<file path="src/design/mkhe_pkg.sv">
`timescale 1ns / 1ps
// ---------------------------------------------------------------------------
// mkhe_pkg
// Shared constants for the map key hash engine: key kind codes and the
// multipliers used by the mix step and the string update.
// ---------------------------------------------------------------------------
package mkhe_pkg;

    localparam int unsigned WORD_W = 32;
    localparam int unsigned FUNC_W = 4;
    localparam int unsigned BYTE_W = 8;
    localparam int unsigned MAX_WORDS = 4;
    localparam int unsigned CNT_W = 3;

    localparam logic [WORD_W-1:0] MIX_MULT = 32'h85eb_ca6b;
    localparam logic [WORD_W-1:0] STR_MULT = 32'd31;
    localparam int unsigned MIX_SHIFT_A = 16;
    localparam int unsigned MIX_SHIFT_B = 13;

    localparam logic [FUNC_W-1:0] FUNC_EMPTY = 4'd0;
    localparam logic [FUNC_W-1:0] FUNC_BYTE  = 4'd1;
    localparam logic [FUNC_W-1:0] FUNC_HALF  = 4'd2;
    localparam logic [FUNC_W-1:0] FUNC_WORD  = 4'd3;
    localparam logic [FUNC_W-1:0] FUNC_DWORD = 4'd4;
    localparam logic [FUNC_W-1:0] FUNC_QWORD = 4'd5;
    localparam logic [FUNC_W-1:0] FUNC_F32   = 4'd6;
    localparam logic [FUNC_W-1:0] FUNC_F64   = 4'd7;
    localparam logic [FUNC_W-1:0] FUNC_TEXT  = 4'd8;

    typedef logic [WORD_W-1:0] word_t;

endpackage

</file>
<file path="src/design/map_key_hash_engine_unit.sv">
`timescale 1ns / 1ps
// ---------------------------------------------------------------------------
// map_key_hash_engine_unit
// Hashes one map key per input beat to 32 bits under the beat's seed.
//
// Input channel s_*: one key per beat, s_func selects the key kind. A string
// streams one byte per beat (kind 8), framed by s_text_first/s_text_last;
// s_text_empty hashes a zero-length string. Output channel m_*: one hash
// beat per fixed-width key, per last string byte and per empty string.
// A non-last string byte and the unused kinds 9 to 15 give no output beat.
// Each mix step uses the shared mix multiplier in ST_MUL, then ST_FIN.
// Narrow keys, strings and zero f64 keys need the fewest steps, dword and
// other f64 keys more, 128-bit keys the most; ST_DONE then loads the output
// register. The next key is taken only after the sequencer is idle again.
// A non-last string byte is absorbed in its accept cycle.
// s_ready is high only while the sequencer is idle; one key at a time.
// A finished hash waits in the output register while the next key is taken;
// a stalled receiver holds the sequencer once a second hash is ready.
// Reset (aresetn low, synchronous) empties the output register, returns the
// sequencer to idle and clears the running string hash to zero.
// ---------------------------------------------------------------------------
module map_key_hash_engine_unit
    import mkhe_pkg::*;
(
    input  logic                  aclk,
    input  logic                  aresetn,
    input  logic                  s_valid,
    output logic                  s_ready,
    input  logic [FUNC_W-1:0]     s_func,
    input  logic [WORD_W-1:0]     s_seed,
    input  logic [2*WORD_W-1:0]   s_key_low,
    input  logic [2*WORD_W-1:0]   s_key_high,
    input  logic [BYTE_W-1:0]     s_text_byte,
    input  logic                  s_text_first,
    input  logic                  s_text_last,
    input  logic                  s_text_empty,
    output logic                  m_valid,
    input  logic                  m_ready,
    output logic [WORD_W-1:0]     m_hash
);

    typedef enum logic [1:0] {
        ST_IDLE,
        ST_MUL,
        ST_FIN,
        ST_DONE
    } state_t;

    state_t                        state_reg, state_next;
    word_t                         h_reg, h_next;
    logic [MAX_WORDS*WORD_W-1:0]   words_reg, words_next;
    logic [CNT_W-1:0]              count_reg, count_next;
    word_t                         running_reg, running_next;
    logic                          m_valid_reg, m_valid_next;
    word_t                         hash_reg, hash_next;

    logic   accept;
    word_t  w0;
    word_t  text_base;
    word_t  text_sum;
    word_t  mix_out;
    logic   mix_load;

    assign s_ready  = (state_reg == ST_IDLE);
    assign accept   = s_valid && s_ready;
    assign m_valid  = m_valid_reg;
    assign m_hash   = hash_reg;
    assign w0       = s_key_low[WORD_W-1:0];
    assign mix_load = (state_reg == ST_MUL);

    assign text_base = s_text_first ? s_seed : running_reg;
    assign text_sum  = WORD_W'(text_base * STR_MULT) + WORD_W'(s_text_byte);

    mkhe_mixer u_mixer (
        .aclk    (aclk),
        .load    (mix_load),
        .mix_in  (h_reg ^ words_reg[WORD_W-1:0]),
        .mix_out (mix_out)
    );

    always_comb begin
        state_next   = state_reg;
        h_next       = h_reg;
        words_next   = words_reg;
        count_next   = count_reg;
        running_next = running_reg;
        m_valid_next = m_valid_reg;
        hash_next    = hash_reg;

        if (m_valid_reg && m_ready) begin
            m_valid_next = 1'b0;
        end

        unique case (state_reg)
            ST_IDLE: begin
                if (accept) begin
                    h_next     = s_seed;
                    words_next = '0;
                    count_next = CNT_W'(1);
                    state_next = ST_MUL;
                    case (s_func)
                        FUNC_EMPTY: ;
                        FUNC_BYTE: words_next[WORD_W-1:0] = {24'd0, w0[7:0]};
                        FUNC_HALF: words_next[WORD_W-1:0] = {16'd0, w0[15:0]};
                        FUNC_WORD: words_next[WORD_W-1:0] = w0;
                        FUNC_DWORD: begin
                            words_next[2*WORD_W-1:0] = s_key_low;
                            count_next = CNT_W'(2);
                        end
                        FUNC_QWORD: begin
                            words_next = {s_key_high, s_key_low};
                            count_next = CNT_W'(MAX_WORDS);
                        end
                        FUNC_F32: begin
                            if (w0[WORD_W-2:0] != '0) begin
                                words_next[WORD_W-1:0] = w0;
                            end
                        end
                        FUNC_F64: begin
                            if (s_key_low[2*WORD_W-2:0] != '0) begin
                                words_next[2*WORD_W-1:0] = s_key_low;
                                count_next = CNT_W'(2);
                            end
                        end
                        FUNC_TEXT: begin
                            if (s_text_empty) begin
                                running_next = s_seed;
                            end else begin
                                running_next = text_sum;
                                h_next       = text_sum;
                                if (!s_text_last) begin
                                    state_next = ST_IDLE;
                                end
                            end
                        end
                        default: state_next = ST_IDLE;
                    endcase
                end
            end
            ST_MUL: begin
                state_next = ST_FIN;
            end
            ST_FIN: begin
                h_next     = mix_out;
                words_next = words_reg >> WORD_W;
                count_next = count_reg - CNT_W'(1);
                state_next = (count_reg == CNT_W'(1)) ? ST_DONE : ST_MUL;
            end
            ST_DONE: begin
                if (!m_valid_reg || m_ready) begin
                    m_valid_next = 1'b1;
                    hash_next    = h_reg;
                    state_next   = ST_IDLE;
                end
            end
            default: state_next = ST_IDLE;
        endcase
    end

    always_ff @(posedge aclk) begin
        if (!aresetn) begin
            state_reg   <= ST_IDLE;
            count_reg   <= '0;
            running_reg <= '0;
            m_valid_reg <= 1'b0;
        end else begin
            state_reg   <= state_next;
            count_reg   <= count_next;
            running_reg <= running_next;
            m_valid_reg <= m_valid_next;
            h_reg       <= h_next;
            words_reg   <= words_next;
            hash_reg    <= hash_next;
        end
    end

    a_count_range: assert property (@(posedge aclk) disable iff (!aresetn)
        count_reg <= CNT_W'(MAX_WORDS))
        else $error("mix step count out of range");

    a_mul_then_fin: assert property (@(posedge aclk) disable iff (!aresetn)
        state_reg == ST_MUL |=> state_reg == ST_FIN)
        else $error("multiply not followed by finish step");

    a_unused_kind: assert property (@(posedge aclk) disable iff (!aresetn)
        accept && s_func > FUNC_TEXT |=> state_reg == ST_IDLE && !$rose(m_valid_reg))
        else $error("unused key kind started work");

    a_done_loads: assert property (@(posedge aclk) disable iff (!aresetn)
        state_reg == ST_DONE && !m_valid_reg |=> m_valid_reg && state_reg == ST_IDLE)
        else $error("finished hash not loaded into free output register");

endmodule

</file>
<file path="src/design/mkhe_mixer.sv">
`timescale 1ns / 1ps
// ---------------------------------------------------------------------------
// mkhe_mixer
// Shared mix unit: xor-shift, registered 32-bit multiply by the mix
// constant, then the closing xor-shift on the registered product.
// ---------------------------------------------------------------------------
module mkhe_mixer
    import mkhe_pkg::*;
(
    input  logic  aclk,
    input  logic  load,
    input  word_t mix_in,
    output word_t mix_out
);

    word_t pre;
    word_t prod_reg;
    word_t prod_next;

    assign pre       = mix_in ^ (mix_in >> MIX_SHIFT_A);
    assign prod_next = WORD_W'(pre * MIX_MULT);
    assign mix_out   = prod_reg ^ (prod_reg >> MIX_SHIFT_B);

    always_ff @(posedge aclk) begin
        if (load) begin
            prod_reg <= prod_next;
        end
    end

endmodule
</file>
<file path="config.mk">
export PLATFORM = sky130hd
export DESIGN_NAME = map_key_hash_engine_unit
export DESIGN_NICKNAME = d
export VERILOG_FILES = /design/src/design/mkhe_pkg.sv /design/src/design/map_key_hash_engine_unit.sv /design/src/design/mkhe_mixer.sv
export SDC_FILE = /design/constraint.sdc
export NUM_CORES = 1
export LEC_CHECK = 0
export CAP_MARGIN = 15
export CORE_MARGIN = 2
export CORE_UTILIZATION = 40
export CTS_CLUSTER_DIAMETER = 150
export DETAILED_ROUTE_END_ITERATION = 16
export DONT_BUFFER_PORTS = 1
export MAX_ROUTING_LAYER = met4
export PLACE_DENSITY_LB_ADDON = 0.2
export SYNTH_ARGS = -nofsm -noshare
export SYNTH_HDL_FRONTEND = slang
export SYNTH_SLANG_ARGS = --single-unit
</file>
<file path="constraint.sdc">
create_clock -name aclk -period 11.8 [get_ports aclk]
set_input_delay 0.59 -clock aclk [delete_from_list [all_inputs] [get_ports aclk]]
set_output_delay 0.59 -clock aclk [all_outputs]
set_load 0.02 [all_outputs]
</file>
-- Word-level counts from Yosys, hierarchy flattened
Cells that the tools add are included.
- $add $sub $neg: 2
- multipliers: 2
- equality and inequality tests: 14
- muxes and demuxes: 26
- bitwise logic cells: 3
- reduce and logical (&&, ||, !) cells: 17
- operator list (kind ; number):
    one-hot mux 128 bit (2 select lines) ; 1
    2-to-1 mux 32 bit ; 5
    one-hot mux 32 bit (5 select lines) ; 1
    2-to-1 mux 128 bit ; 1
    2-to-1 mux 64 bit ; 2
    one-hot mux 32 bit (2 select lines) ; 2
    nonzero test 63 bit ; 1
    adder 32 x 8 -> 32 bit ; 1
    multiplier 32 x 32 -> 32 bit (second input constant) ; 1
    multiplier 32 x 5 -> 32 bit (second input constant) ; 1
    XOR 32 x 16 -> 32 bit ; 1
    XOR 32 x 19 -> 32 bit ; 1
    XOR 32 bit ; 1
    nonzero test 31 bit ; 1
    equality test 4 x 3 -> 1 bit (second input constant) ; 4
    one-hot mux 3 bit (3 select lines) ; 1
    AND reduction 3 bit ; 3
    equality test 4 x 2 -> 1 bit (second input constant) ; 2
    2-to-1 mux 2 bit ; 4
    one-hot mux 2 bit (4 select lines) ; 1
    OR reduction 8 bit ; 1
    one-hot mux 3 bit (2 select lines) ; 1
    2-to-1 mux 1 bit ; 5
    equality test 2 bit (second input constant) ; 2
    18 further kinds ; 20
- flip-flop bits (word level): 262
- input port bits: 179
- output and inout bits: 34
- logic and storage cells: 72

-- Depth between registers and ports, before layout
- depth in word-level cells: 7
- gate-level depth with buffers: 27
- mapped depth without buffers: 27

-- Hierarchy
Synthesis repeated with hierarchy kept, for this count alone.
- cell total of the unflattened synthesis: 2294
- area, all modules: 24897.6 um2
- modules (own cells, without submodules) (module ; instances ; cells an instance ; area each (um2) ; seq. area each (um2)):
    map_key_hash_engine_unit ; 1 ; 1369 ; 14750.4 ; 6526.3
    mkhe_mixer ; 1 ; 925 ; 10147.2 ; 960.9

-- Worst setup path after synthesis
OpenSTA, ideal clock, no wires.
- path kind: input to register
- start: input port aresetn
- end: register h_reg[0] (enable)
- setup time: 0.682 ns
- data arrival time: 7.922 ns
- required time: 11.118 ns
- setup slack: 3.196 ns
- stages on the path: 4
- path buffers: 2
- cell sequence: clkbuf_1 > clkinv_1 > clkbuf_1 > nor2_1
- longest elaborated chain between the ends: 1
- ends and longest elaborated chain (element ; line ; RTL):
    start: declaration ; map_key_hash_engine_unit.sv:26 ; input logic aresetn,
    AND reduction 3 bit (no line) ; -- ;
    end signal: assignment ; map_key_hash_engine_unit.sv:171 ; h_reg <= h_next;
    end: declaration ; map_key_hash_engine_unit.sv:50 ; word_t h_reg, h_next;
No other way between the ends.
A chain may end at the register's enable or synchronous reset.

-- Worst setup path in the final report
- start: register h_reg[20]
- end: register u_mixer.prod_reg[27], data pin
- longest elaborated chain between the ends: 3
- ends and longest elaborated chain (element ; line ; RTL):
    XOR 32 bit ; map_key_hash_engine_unit.sv:77 ; .mix_in (h_reg ^ words_reg[WORD_W-1:0]),
    XOR 32 x 16 -> 32 bit ; mkhe_mixer.sv:20 ; assign pre = mix_in ^ (mix_in >> MIX_SHIFT_A);
    multiplier 32 x 32 -> 32 bit ; mkhe_mixer.sv:21 ; assign prod_next = WORD_W'(pre * MIX_MULT);
    named net u_mixer.prod_next[27] ; mkhe_mixer.sv:18 ; word_t prod_next;
    end signal: assignment ; mkhe_mixer.sv:26 ; prod_reg <= prod_next;
    end: declaration ; mkhe_mixer.sv:17 ; word_t prod_reg;
The timed path passes the listed nets, and every way through them passes these cells.

==> impl_metrics.xml <==
<?xml version="1.0" encoding="UTF-8"?>
<metrics>
  <group name="layout">
    <metric name="area_delta_synth_final" unit="%">7.71</metric>
    <metric name="nFillCells" unit="">5795</metric>
    <metric name="post_layout_nonfiller_instances" unit="">3079</metric>
    <metric name="finish.net_count" unit="">2978</metric>
    <metric name="total_area_of_sequential_cells" unit="um^2">7490</metric>
    <metric name="flip_flop_count_of_the_largest_register_after_layout" unit="">128</metric>
    <metric name="share_of_final_layout_standard_cells_stronger_than_drive_strength_1" unit="%">5.73</metric>
    <metric name="multi_input_comb_area" unit="um^2">15100</metric>
  </group>
  <group name="worst_setup_path">
    <metric name="worst-path-stages" unit="">23</metric>
    <metric name="worstSetupEndpointType" unit="">flip-flop</metric>
    <metric name="cp_max_fo" unit="">6</metric>
    <metric name="crit_slowest_cell" unit="">sky130_fd_sc_hd__xor2_1</metric>
    <metric name="worstPathCellList" unit="">xor2_1 &gt; inv_1 &gt; xnor2_1 &gt; inv_1 &gt; fa_1 &gt; inv_1 &gt; fa_1 &gt; fa_1 &gt; inv_1 &gt; ha_1 &gt; ha_1 &gt; fa_1 &gt; fa_1 &gt; fa_1 &gt; ha_1 &gt; nand2_1 &gt; nand2_1 &gt; nor4b_1 &gt; a21oi_2 &gt; a221o_1 &gt; a21oi_2 &gt; o21bai_1 &gt; xor2_1</metric>
    <metric name="startpoint_to_endpoint_class_of_the_critical_path" unit="">flip-flop to flip-flop</metric>
    <metric name="r2r_path_start" unit="">h_reg[20]</metric>
    <metric name="critical_path.top_delay_family" unit="">adder cells</metric>
    <metric name="path_common_cell" unit="">sky130_fd_sc_hd__fa_1</metric>
    <metric name="cp-start-kind" unit="">flip-flop</metric>
    <metric name="timing.reg2reg.setup_slack" unit="ns">3.82</metric>
    <metric name="crit_buf_inv" unit="">4</metric>
    <metric name="longest_individual_stage_delay_on_the_worst_path" unit="ns">0.61</metric>
    <metric name="worst_r2r_endpoint" unit="">u_mixer.prod_reg[27]</metric>
    <metric name="ff2ff_path_depth" unit="">23</metric>
    <metric name="cp-startpoint" unit="">h_reg[20]</metric>
    <metric name="critPathArrivalTime" unit="ns">8.28</metric>
    <metric name="worst_ep_required_time" unit="ns">12.11</metric>
  </group>
  <group name="logic_synthesis">
    <metric name="syn_std_cell_area" unit="um^2">24700</metric>
    <metric name="synthesis.area_per_instance" unit="um^2">10.9</metric>
    <metric name="synth-main-ff-cell" unit="">sky130_fd_sc_hd__edfxtp_1</metric>
    <metric name="ys_seq_area_share" unit="%">30.4</metric>
    <metric name="synth_enable_flop_cells" unit="">224</metric>
    <metric name="post_synth_fa_ha_maj_area_fraction" unit="%">36.3</metric>
    <metric name="async_flop_share" unit="%">0</metric>
    <metric name="gate_count_after_technology_mapping" unit="">2272</metric>
    <metric name="synthesis.yosys.warnings" unit="">0</metric>
    <metric name="synth_top_family_by_area" unit="">adder cells</metric>
    <metric name="yosys.cell_types.count" unit="">71</metric>
    <metric name="synth.area.mux_share" unit="%">2.07</metric>
    <metric name="syn_nets" unit="">2987</metric>
    <metric name="synth-compound-area-share" unit="%">10.6</metric>
    <metric name="seq_cells_post_synth" unit="">262</metric>
    <metric name="synthSimpleGateAreaFrac" unit="%">5.97</metric>
    <metric name="yosys.area_share.xor_xnor" unit="%">6.22</metric>
  </group>
  <group name="timing">
    <metric name="setup_viol" unit="">0</metric>
    <metric name="rsz0062_at_grt" unit="">false</metric>
    <metric name="tightest_slew" unit="ns">1.08</metric>
    <metric name="fin_skew" unit="ns">0.0224</metric>
    <metric name="final.setup.tns" unit="ns">0</metric>
    <metric name="final_period_minus_worst_setup_slack" unit="ns">7.98</metric>
    <metric name="timing.final.ws_setup" unit="ns">3.82</metric>
    <metric name="final-hold-violation-count" unit="">0</metric>
    <metric name="worst_slew_margin_rel" unit="%">28.0</metric>
    <metric name="drv_slew" unit="">0</metric>
    <metric name="timing.final.crit_share" unit="%">67.6</metric>
    <metric name="timing.fmax" unit="GHz">0.125</metric>
  </group>
  <group name="floorplanning">
    <metric name="design.core.area" unit="um^2">61400</metric>
    <metric name="io_pins" unit="">213</metric>
    <metric name="num_rows" unit="">91</metric>
    <metric name="die_x" unit="um">252</metric>
    <metric name="starting_utilization_of_the_core_area" unit="%">40.2</metric>
    <metric name="floorplan.die_area" unit="um^2">63700</metric>
    <metric name="die_h" unit="um">252</metric>
  </group>
  <group name="clock_tree">
    <metric name="cts_num_sinks" unit="">262</metric>
    <metric name="clock_insertion_delay_worst_skew" unit="ns">0.58</metric>
    <metric name="cts_setup_buffers" unit="">0</metric>
    <metric name="max-clock-path-buffers" unit="">3</metric>
    <metric name="cts_tree" unit="">yes</metric>
    <metric name="cts-htree-levels" unit="">1</metric>
    <metric name="clkTransAtPathRegs" unit="ns">0.06</metric>
    <metric name="hold_buffers" unit="">0</metric>
    <metric name="cts-resized-gates" unit="">0</metric>
    <metric name="clock-root-buffer" unit="">sky130_fd_sc_hd__clkbuf_16</metric>
    <metric name="tritoncts.num_buffers" unit="">29</metric>
  </group>
  <group name="place">
    <metric name="routability_driven_placement_congestion_ratio" unit="">0.974</metric>
    <metric name="placedCellCount" unit="">3022</metric>
    <metric name="dp.final_hpwl" unit="um">58600</metric>
    <metric name="pre_cts_ws" unit="ns">3.83</metric>
    <metric name="port_buffers" unit="">0</metric>
  </group>
  <group name="global_route">
    <metric name="grt_first_pass_wirelength" unit="um">106000</metric>
    <metric name="sum_of_overflow_across_all_layers_after_global_routing" unit="">0</metric>
    <metric name="first_global_vias" unit="">16900</metric>
    <metric name="grt_start_max_net_pins" unit="">101</metric>
    <metric name="grt_antenna_before_repair" unit="">2</metric>
    <metric name="gr-usage-all-layers" unit="%">23.0</metric>
  </group>
  <group name="status">
    <metric name="run_status" unit="">finished clean</metric>
  </group>
  <group name="routing">
    <metric name="number_of_antenna_violating_nets_in_the_routed_design" unit="">0</metric>
    <metric name="routed_wire_length" unit="um">70000</metric>
    <metric name="residual_drc" unit="">0</metric>
    <metric name="dr_total_vias" unit="">15900</metric>
    <metric name="avgViaCountPerCell" unit="">5.18</metric>
    <metric name="detail_route.wl_per_cell" unit="um">22.7</metric>
    <metric name="drt_first_iter_violations" unit="">1118</metric>
    <metric name="drt_first_pass_iters" unit="">5</metric>
  </group>
  <group name="worst_hold_path">
    <metric name="hp-start" unit="">aresetn</metric>
    <metric name="min_delay_path_depth" unit="">1</metric>
    <metric name="worst_hold_endpoint" unit="">running_reg[4]</metric>
    <metric name="timing.hold.worst.class" unit="">input pin to flip-flop</metric>
  </group>
  <group name="job">
    <metric name="drv.max_cap_violation_count" unit="">0</metric>
  </group>
</metrics>
## worst reg2reg max path, delay by kind of cell (launching register included)
family | cells | cell delay [ns]
adder cells (fa/ha/maj) | 9 | 3.94
XOR/XNOR | 3 | 1.16
AO/OA/AOI/OAI | 4 | 0.92
buffers and inverters | 4 | 0.71
AND/OR/NAND/NOR | 3 | 0.54
flip-flops | 1 | 0.44
## synth_stat cells (3+ instances only)
cell type / count / area (um^2)
sky130_fd_sc_hd__nor2b_1: 5 / 31.3
sky130_fd_sc_hd__xnor2_1: 119 / 1040
sky130_fd_sc_hd__o21ai_1: 13 / 65.1
sky130_fd_sc_hd__a211oi_1: 24 / 180
sky130_fd_sc_hd__buf_1: 8 / 30.0
sky130_fd_sc_hd__nand3_1: 9 / 45.0
sky130_fd_sc_hd__a22o_1: 64 / 561
sky130_fd_sc_hd__nand2b_1: 15 / 93.8
sky130_fd_sc_hd__nand2_1: 131 / 492
sky130_fd_sc_hd__clkbuf_1: 48 / 180
sky130_fd_sc_hd__edfxtp_1: 224 / 6730
sky130_fd_sc_hd__and2_1: 35 / 219
sky130_fd_sc_hd__a21oi_1: 78 / 390
sky130_fd_sc_hd__inv_1: 488 / 1830
sky130_fd_sc_hd__nand4_1: 5 / 31.3
sky130_fd_sc_hd__fa_1: 298 / 5970
sky130_fd_sc_hd__and3_1: 8 / 50.1
sky130_fd_sc_hd__dfxtp_1: 38 / 761
sky130_fd_sc_hd__mux2i_1: 24 / 240
sky130_fd_sc_hd__nor3_1: 10 / 50.1
sky130_fd_sc_hd__a31oi_1: 6 / 37.5
sky130_fd_sc_hd__a21o_1: 31 / 233
sky130_fd_sc_hd__mux2_2: 24 / 270
sky130_fd_sc_hd__nor4_1: 16 / 100
sky130_fd_sc_hd__ha_1: 238 / 2980
sky130_fd_sc_hd__o31a_1: 3 / 26.3
sky130_fd_sc_hd__nor2_1: 69 / 259
sky130_fd_sc_hd__o21a_1: 12 / 90.1
sky130_fd_sc_hd__a21oi_2: 9 / 78.8
sky130_fd_sc_hd__o211ai_1: 17 / 128
sky130_fd_sc_hd__o21bai_1: 7 / 52.6
sky130_fd_sc_hd__o21ai_0: 87 / 435
sky130_fd_sc_hd__buf_2: 7 / 35.0
sky130_fd_sc_hd__or3_1: 3 / 18.8
sky130_fd_sc_hd__o22ai_1: 4 / 25.0
sky130_fd_sc_hd__xor2_1: 50 / 438
## layer usage
metal | routed length, um | track usage (%) | up-vias
li1 | - | - | 7456
met1 | 30100 | 30.0 | 7999
met2 | 34600 | 38.0 | 425
met3 | 4130 | 4.17 | 68
met4 | 1210 | 4.07 | 0
met5 | 0 | - | -
## logic make-up (layout without fill, tap and decap cells)
logic type	after synthesis	in the layout
AO/OA/AOI/OAI	383	383
adder cells (fa/ha/maj)	536	536
buffers and inverters	555	569
XOR/XNOR	172	172
flip-flops	262	262
AND/OR/NAND/NOR	316	316
other	0	3
multiplexers	48	48
## area by class of cell
type                       count  area share (%)
sequential                   262            28.2
clock buffer                  35            2.89
timing repair buffer          26           0.735
inverter                     489            6.91
clock inverter                19           0.631
multi-input combinational   1455            56.9
tap                          790            3.72
antenna                        3          0.0283
## per-stage QoR
stage | cell area (um^2) | util [%] | hold slack [ns]
finish | 26600 | 43.3 | 0.148
global route | 26600 | 43.3 | 0.132
CTS | 26600 | 43.3 | 0.116
detailed placement | 25600 | 41.8 | 0.449
global placement | 25600 | 41.7 | 0.439
floorplan | 24700 | - | 0.429
## cells in the final DEF (no fill, tap or decap), types with 4 or more instances in the layout
cell                        count
sky130_fd_sc_hd__dfxtp_1       38
sky130_fd_sc_hd__nand2b_1      14
sky130_fd_sc_hd__a21o_1        31
sky130_fd_sc_hd__inv_1        488
sky130_fd_sc_hd__clkbuf_16     29
sky130_fd_sc_hd__nand2_1      131
sky130_fd_sc_hd__mux2i_1       24
sky130_fd_sc_hd__xor2_1        50
sky130_fd_sc_hd__clkinv_2       9
sky130_fd_sc_hd__a22o_1        64
sky130_fd_sc_hd__a21oi_1       78
sky130_fd_sc_hd__xnor2_1      118
sky130_fd_sc_hd__o211ai_1      17
sky130_fd_sc_hd__clkinv_1       5
sky130_fd_sc_hd__a31oi_1        6
sky130_fd_sc_hd__a21oi_2        9
sky130_fd_sc_hd__o21ai_1       13
sky130_fd_sc_hd__and2_1        35
sky130_fd_sc_hd__and3_1         8
sky130_fd_sc_hd__o21ai_0       87
sky130_fd_sc_hd__nor4_1        15
sky130_fd_sc_hd__fa_1         298
sky130_fd_sc_hd__a211oi_1      24
sky130_fd_sc_hd__nand3_1        9
sky130_fd_sc_hd__edfxtp_1     224
sky130_fd_sc_hd__nand4_1        5
sky130_fd_sc_hd__clkbuf_1       4
sky130_fd_sc_hd__mux2_2        24
sky130_fd_sc_hd__nor3_1        10
sky130_fd_sc_hd__o21a_1        12
sky130_fd_sc_hd__ha_1         238
sky130_fd_sc_hd__buf_4         26
sky130_fd_sc_hd__nor2_1        67
sky130_fd_sc_hd__o22ai_1        4
sky130_fd_sc_hd__o21bai_1       7
## how the worst max path moves through the flow
stage / endpoint / slack, ns
2_1_floorplan: h_reg[0] / 3.20
3_3_place_gp: u_mixer.prod_reg[29] / 3.53
3_5_place_dp: u_mixer.prod_reg[29] / 3.83
4_1_cts: u_mixer.prod_reg[29] / 3.80
5_1_grt: u_mixer.prod_reg[29] / 3.37
6_report: u_mixer.prod_reg[27] / 3.82
Power is left out: the tool's default activity adds up to more than one toggle a clock period on the data nets, which glitch-free logic cannot reach.
